File: config.mk
export PLATFORM = sky130hd
export DESIGN_NAME = csim_div
export DESIGN_NICKNAME = d
export VERILOG_FILES = /design/src/sv/csim_pkg.sv /design/src/sv/csim_div.sv
export SDC_FILE = /design/constraint.sdc
export NUM_CORES = 1
export LEC_CHECK = 0
export BUFFER_PORTS_ARGS = -buffer_cell sky130_fd_sc_hd__buf_2
export CAP_MARGIN = 20
export CORE_MARGIN = 2
export CORE_UTILIZATION = 49
export DETAILED_ROUTE_END_ITERATION = 6
export GPL_TIMING_DRIVEN = 0
export PLACE_DENSITY = 0.75
export SYNTH_ARGS = -nofsm -noshare
export SYNTH_HDL_FRONTEND = slang
export SYNTH_SLANG_ARGS = --single-unit
File: constraint.sdc
create_clock -name clock -period 2.2 [get_ports clock]
set_input_delay 0.11 -clock clock [delete_from_list [all_inputs] [get_ports clock]]
set_output_delay 0.11 -clock clock [all_outputs]
set_load 0.02 [all_outputs]
File: src/sv/csim_pkg.sv
`timescale 1ns / 1ps
// Types and constants for the co-clustering similarity core.
// No dependencies.
package csim_pkg;

   localparam int PT_W      = 8;
   localparam int IT_W      = 10;
   localparam int LBL_W     = 8;
   localparam int PTS_CFG_W = 9;
   localparam int COUNT_W   = 11;
   localparam int Q_W       = 17;
   localparam int CSR_W     = 11;
   localparam int CSR_IDX_W = 1;

   localparam logic [Q_W-1:0]       Q16_ONE        = 17'h10000;
   localparam logic [PTS_CFG_W-1:0] RST_NUM_POINTS = 9'd256;
   localparam logic [COUNT_W-1:0]   RST_NUM_ITERS  = 11'd1024;

   localparam logic REQ_WRITE = 1'b0;
   localparam logic REQ_QUERY = 1'b1;

   localparam logic [CSR_IDX_W-1:0] CSR_NUM_POINTS = 1'b0;
   localparam logic [CSR_IDX_W-1:0] CSR_NUM_ITERS  = 1'b1;

   typedef struct packed {
      logic             req_type;
      logic [PT_W-1:0]  point_a;
      logic [PT_W-1:0]  point_b;
      logic [IT_W-1:0]  iter_index;
      logic [LBL_W-1:0] label_value;
   } csim_req_type;

   typedef struct packed {
      logic [COUNT_W-1:0] agree_count;
      logic [Q_W-1:0]     similarity_q16;
      logic               index_error;
   } csim_rsp_type;

   typedef struct packed {
      logic busy;
      logic done;
   } csim_div_stat_type;

   typedef enum logic [1:0] {
      ST_IDLE,
      ST_WALK,
      ST_DIV,
      ST_DONE
   } csim_state_type;

endpackage

File: src/sv/csim_div.sv
`timescale 1ns / 1ps
// Radix-2 restoring divider: quot = num * 2^16 / den, for num <= den.
// Depends on csim_pkg.
module csim_div (
   input  logic                            clock,
   input  logic                            reset,
   input  logic                            start,
   input  logic [csim_pkg::COUNT_W-1:0]    num,
   input  logic [csim_pkg::COUNT_W-1:0]    den,
   output csim_pkg::csim_div_stat_type     stat,
   output logic [csim_pkg::Q_W-1:0]        quot
);

   localparam int CW     = csim_pkg::COUNT_W;
   localparam int QW     = csim_pkg::Q_W;
   localparam int STEP_W = $clog2(QW);

   logic              busy_ff, busy_in;
   logic              done_ff, done_in;
   logic [STEP_W-1:0] step_ff, step_in;
   logic [CW:0]       rem_ff, rem_in;
   logic [QW-1:0]     quot_ff, quot_in;
   logic              trial;
   logic [CW:0]       diff;

   assign trial = rem_ff >= {1'b0, den};
   assign diff  = trial ? (rem_ff - {1'b0, den}) : rem_ff;

   always_comb begin
      busy_in = busy_ff;
      done_in = done_ff;
      step_in = step_ff;
      rem_in  = rem_ff;
      quot_in = quot_ff;
      if (start) begin
         busy_in = (den != '0);
         done_in = (den == '0);
         step_in = '0;
         rem_in  = {1'b0, num};
         quot_in = '0;
      end else if (busy_ff) begin
         // remainder stays below den, so the shift cannot overflow
         rem_in  = {diff[CW-1:0], 1'b0};
         quot_in = {quot_ff[QW-2:0], trial};
         step_in = step_ff + 1'b1;
         if (step_ff == STEP_W'(QW - 1)) begin
            busy_in = 1'b0;
            done_in = 1'b1;
         end
      end
   end

   always_ff @(posedge clock) begin
      if (reset) begin
         busy_ff <= 1'b0;
         done_ff <= 1'b0;
      end else begin
         busy_ff <= busy_in;
         done_ff <= done_in;
      end
   end

   always_ff @(posedge clock) begin
      step_ff <= step_in;
      rem_ff  <= rem_in;
      quot_ff <= quot_in;
   end

   assign stat.busy = busy_ff;
   assign stat.done = done_ff;
   assign quot      = quot_ff;

endmodule

=== Word level (Yosys, flattened, before mapping) ===
Index checks and enable logic that the tools add are counted.
W data, S select, Z words.

* Bits in registers: 36
* Bits in latches: 0
* RAM bits: 0
* ROM bits: 0
* Input bits: 25
* Output and inout bits: 19
* Memories: 0

* Add/subtract/negate cells: 2
* $mul: 0
* Divide/modulo/power cells: 0
* $lt $le $gt $ge: 1
* Equal/unequal tests: 1
* Shift-type cells: 0
* Mux-type cells: 9
* Bitwise gates (word level): 0
* Reductions and logical operators: 5

{| class="wikitable"
|+ Operators with widths
! kind !! number
|-
| $mux W11 || 3
|-
| $ge A12 B11 Y1 || 1
|-
| $logic_not A11 Y1 || 1
|-
| $reduce_bool A11 Y1 || 1
|-
| $sub A11 B11 Y11 || 1
|-
| $mux W1 || 6
|-
| $add A5 B1 Y5 const B || 1
|-
| $eq A5 B5 Y1 const B || 1
|-
| $reduce_bool A2 Y1 || 2
|-
| $reduce_and A2 Y1 || 1
|}

=== Longest topological paths before layout ===
* Depth in word-level cells: 4
* Depth in mapped cells: 10

=== Worst setup path before layout ===
Ideal clock, no wire load.

* Path type: register -> register
* Start: reg rem_ff[0]
* End: reg rem_ff[5], data pin
* Setup time: 0.261 ns
* Arrival time: 2.131 ns
* Slack: -0.192 ns
* Cell stages (with the launch flop): 11
* Path buffers: 1
* Clock period less this slack: 2.392 ns
* Cell sequence: edfxtp_1 inv_1 ha_1 fa_1 nand2b_1 a21oi_2 o211a_1 o2111ai_2 and2_4 buf_6 a221o_1

* Word-level cells in the longest chain between the ends: 4
* Elaborated cells on any way between the ends: 5
* Classes of those cells: 1 x add/sub; 1 x order compare; 3 x mux

{| class="wikitable"
|+ Ends and longest elaborated chain
! item !! line !! source
|-
| start: declaration || csim_div.sv:21 || <nowiki>logic [CW:0] rem_ff, rem_in;</nowiki>
|-
| start signal: assignment || csim_div.sv:65 || <nowiki>rem_ff <= rem_in;</nowiki>
|-
| $sub A11 B11 Y11 or $ge A12 B11 Y1 (tied branches) || csim_div.sv:27, csim_div.sv:26 ||
|-
| $mux W11 (*) || csim_div.sv:27 || <nowiki>assign diff = trial ? (rem_ff - {1'b0, den}) : rem_ff;</nowiki>
|-
| $mux W11 (*) || csim_div.sv:41 || <nowiki>end else if (busy_ff) begin</nowiki>
|-
| $mux W11 (*) || csim_div.sv:35 || <nowiki>if (start) begin</nowiki>
|-
| named net rem_in[5] || csim_div.sv:21 ||
|}

Mark *: on every way through the listed nets, which the timed path passes. The rest lies on a longest branch. The select of a mux whose other input is x is not followed.
A chain may end at the register's enable or synchronous reset.

=== Worst setup path after layout ===
Ends and elaborated chain as after synthesis.

==> summary.md <==
| Metric | Value |
|---|---|
| Final #Nets | `approximately 340` |
| Most used DFF post-synth | `dfxtp_1` |
| DRC Markers | `0` |
| Area Overhead vs Synth | `27.94%` |
| Commonest cells after routing, fill and taps aside | `buf_2 (44), nor2_1 (30), dfxtp_1 (25)` |
| Crit-path max cell delay | `~0.34 ns` |
| DR iter-0 viols | `79` |
| Synth async-reset ratio | `0%` |
| Met1 Usage GRT | `between 20% and 30%` |
| Worst slew pin tran | `0.6692 ns` |
| Total GRT Usage | `a little over a fifth` |
| Post-synth top area cell | `dfxtp_1` |
| # H-tree levels | `2` |
| Top-area cell type share of the netlist area | `between 20 and 25%` |
| ANT cells | `0` |
| Clk buf depth | `2` |
| Final non-filler cell total | `352` |
| Vias in the first global route | `around 1,900` |
| Share of post-route cells with drive strength above 1 | `between 30 and 40%` |
| Worst hold path class | `in2reg` |
| PD cells | `905.4 mW/mm^2` |
| Startpoint types | `register` |
| Violated checks | `setup timing` |
| Max Cap Violations | `0` |
| Maximum VDD drop | `453.6 uV` |
| R2r startpoint | `rem_ff[0]$_SDFFCE_PN0P_` |
| Synth Instances | `about 240` |
| TritonCTS clock tree | `yes` |
| Clk sinks | `36` |
| Clock-pin slew on the worst setup and hold paths | `about 0.070 ns` |
| Setup-failing EPs final | `9` |
| Core Box Area | `0.004324 sq mm` |
| Seq/Total Area, Yosys | `a little under two fifths` |
| Final hold vios | `0` |
| Number of synthesized flops with an enable pin | `11` |
| Skew-Pair Late Insertion Delay | `between 0.2 and 0.3 ns` |
| Routed wire length | `about 5500 um` |
| CP endpoint kind | `register` |
| Fin crit period | `2.367 ns` |
| Leakage | `~1.2 nW` |
| Largest net degree at the start of global routing | `14` |
| GR peak layer | `met2` |
| Mapped Area | `roughly 0.0022 sq mm` |
| Worst EP required | `between 2 and 2.5 ns` |
| Post-place setup slack | `-0.2841 ns` |
| #FFs+latches synth | `36` |
| Wire per inst | `around 16 um` |
| Initial antenna violation count | `0` |
| CP arrival | `2.41 ns` |
| GR Util met2 | `35.41%` |
| CP startpoint | `rem_ff[0]$_SDFFCE_PN0P_` |
| Worst path bufs/invs | `2` |
| Dpl cells | `331` |
| Die Span Y | `slightly above 70 um` |
| Initial core utilization | `50.43%` |
| Fin Setup TNS | `-0.8437 ns` |
| Fmax | `around 0.42 GHz` |
| Worst Path Max Fanout | `5` |
| Total number of placement rows | `24` |
| # fillers | `between 300 and 400` |
| Yosys warns | `0` |
| Fin. max-slew vios | `0` |
| First-pass GRT wire length | `between 8000 and 9000 um` |
| HPWL Detailed | `roughly 3900 um` |
| Slew headroom | `about 55%` |
| Die W | `a little over 70 um` |
| Routed vias | `between 2,000 and 2,500` |
| Avg Inst Size Synth | `9.202 sq um` |
| Commonest non-fill, non-tap cell in the layout | `buf_2` |
| Top post-synthesis cells by area | `dfxtp_1 (23%), edfxtp_1 (15%), mux2i_1 (7.8%), ha_1 (7.5%), nor2_1 (5.3%)` |
| Worst hold margin | `~0.11 ns` |
| Fin Clk Skew | `between 0.005 and 0.006 ns` |
| Crit-path cells | `inv_2, ha_4, fa_2, nand2b_4, a21oi_4, o211a_1, o2111ai_2, and2_4, buf_8, a221o_1` |
| Port Buf Inserts | `42` |
| RSZ-0062 raised after global routing | `yes` |
| M3 GR Usage | `between 6 and 7%` |
| Net count after synthesis | `~280` |
| Hold Startpoint | `num[0]` |
| GRT Residual Overflow | `0` |
| Total die area | `0.005001 sq mm` |
| I/O Pins | `44` |
| CTS Root Cell | `clkbuf_8` |
| Final core occ | `64.53%` |
| Vias per cell | `between 5 and 6` |
| CP delay by family, top | `compound AO/OA/AOI/OAI gates` |
| Outcome | `finished, violations left` |
| Netlist cell types | `between 50 and 60` |
| Setup slack after layout | `-0.1675 ns` |
| Remaining antenna violation count after routing | `0` |
| Drt pass-1 iters | `4` |
| Total CTS buffers | `5` |
| Worst path slowest cell | `edfxtp_1` |
| Final period utilization | `107.6%` |
| WS Path Type | `reg2reg` |
| Placer Congestion | `0.7852` |
## cell type report
type	count	area [sq um]	area share (%)
Tap cell	52	65.06	2.332
Buffer	16	90.09	3.229
Sequential cell	36	830.8	29.78
Inverter	17	63.81	2.287
Multi-Input combinational cell	168	1313	47.04
Timing Repair Buffer	55	337.8	12.11
Clock buffer	8	90.09	3.229
## power breakdown
part / total [mW] / switching [mW] / internal [mW]
logic: 1.21 / 0.617 / 0.591
registers: 0.836 / 0.0593 / 0.777
clock network: 0.482 / 0.227 / 0.255
## through the flow
stage / total power [mW] / cell area [sq um]
2_1_floorplan: 1.520 / 2201
3_3_place_gp: 1.701 / 2476
3_5_place_dp: 1.725 / 2476
4_1_cts: 2.432 / 2726
5_1_grt: 2.665 / 2790
6_report: 2.526 / 2790
## worst paths after layout
| check | end | slack (ns) | cells past startpoint |
|---|---|---|---|
| min | rem_ff[0]$_SDFFCE_PN0P_ | 0.11 | 2 |
| min reg2reg | done_ff$_SDFFE_PP0P_ | 0.48 | 2 |
| max reg2reg | rem_ff[5]$_DFFE_PP_ | -0.17 | 10 |
| max | rem_ff[5]$_DFFE_PP_ | -0.17 | 10 |
## metal layers
metal  part of all wire (%)  up-vias
li1                       -      974
met1                     42      953
met2                     48       77
met3                    7.1       12
met4                    2.4        0
met5                      0        -
## synth_stat cells, drive strengths merged, types with 7 or more instances
master,count
ha,13
inv,16
nand2,18
edfxtp,11
mux2i,17
clkbuf,7
nor2,31
nand4,9
dfxtp,25
a21oi,10
buf,9
## logic make-up after synthesis
family | synth area share (%)
AO/OA/AOI/OAI | 16.75
buffers and inverters | 6.598
AND/OR/NAND/NOR | 18.36
multiplexers | 7.802
XOR/XNOR | 4.016
adder cells (fa/ha/maj) | 8.377
flip-flops | 38.10
## registers in the layout, indices dropped and copies added, names as in the netlist
signal,cells
done_ff,1
quot,17
busy_ff,1
step_ff,5
rem_ff,12
## repair_timing
action                                  CTS  global route
buffers inserted                          8             3
cloned                                    1             0
pin swaps                                 5             7
resized for setup                        14            10
hold buffers                              1             0
hold endpoints to repair                  2             0
endpoints found under the setup margin   12            12
Power figures use the tool's default switching activity.
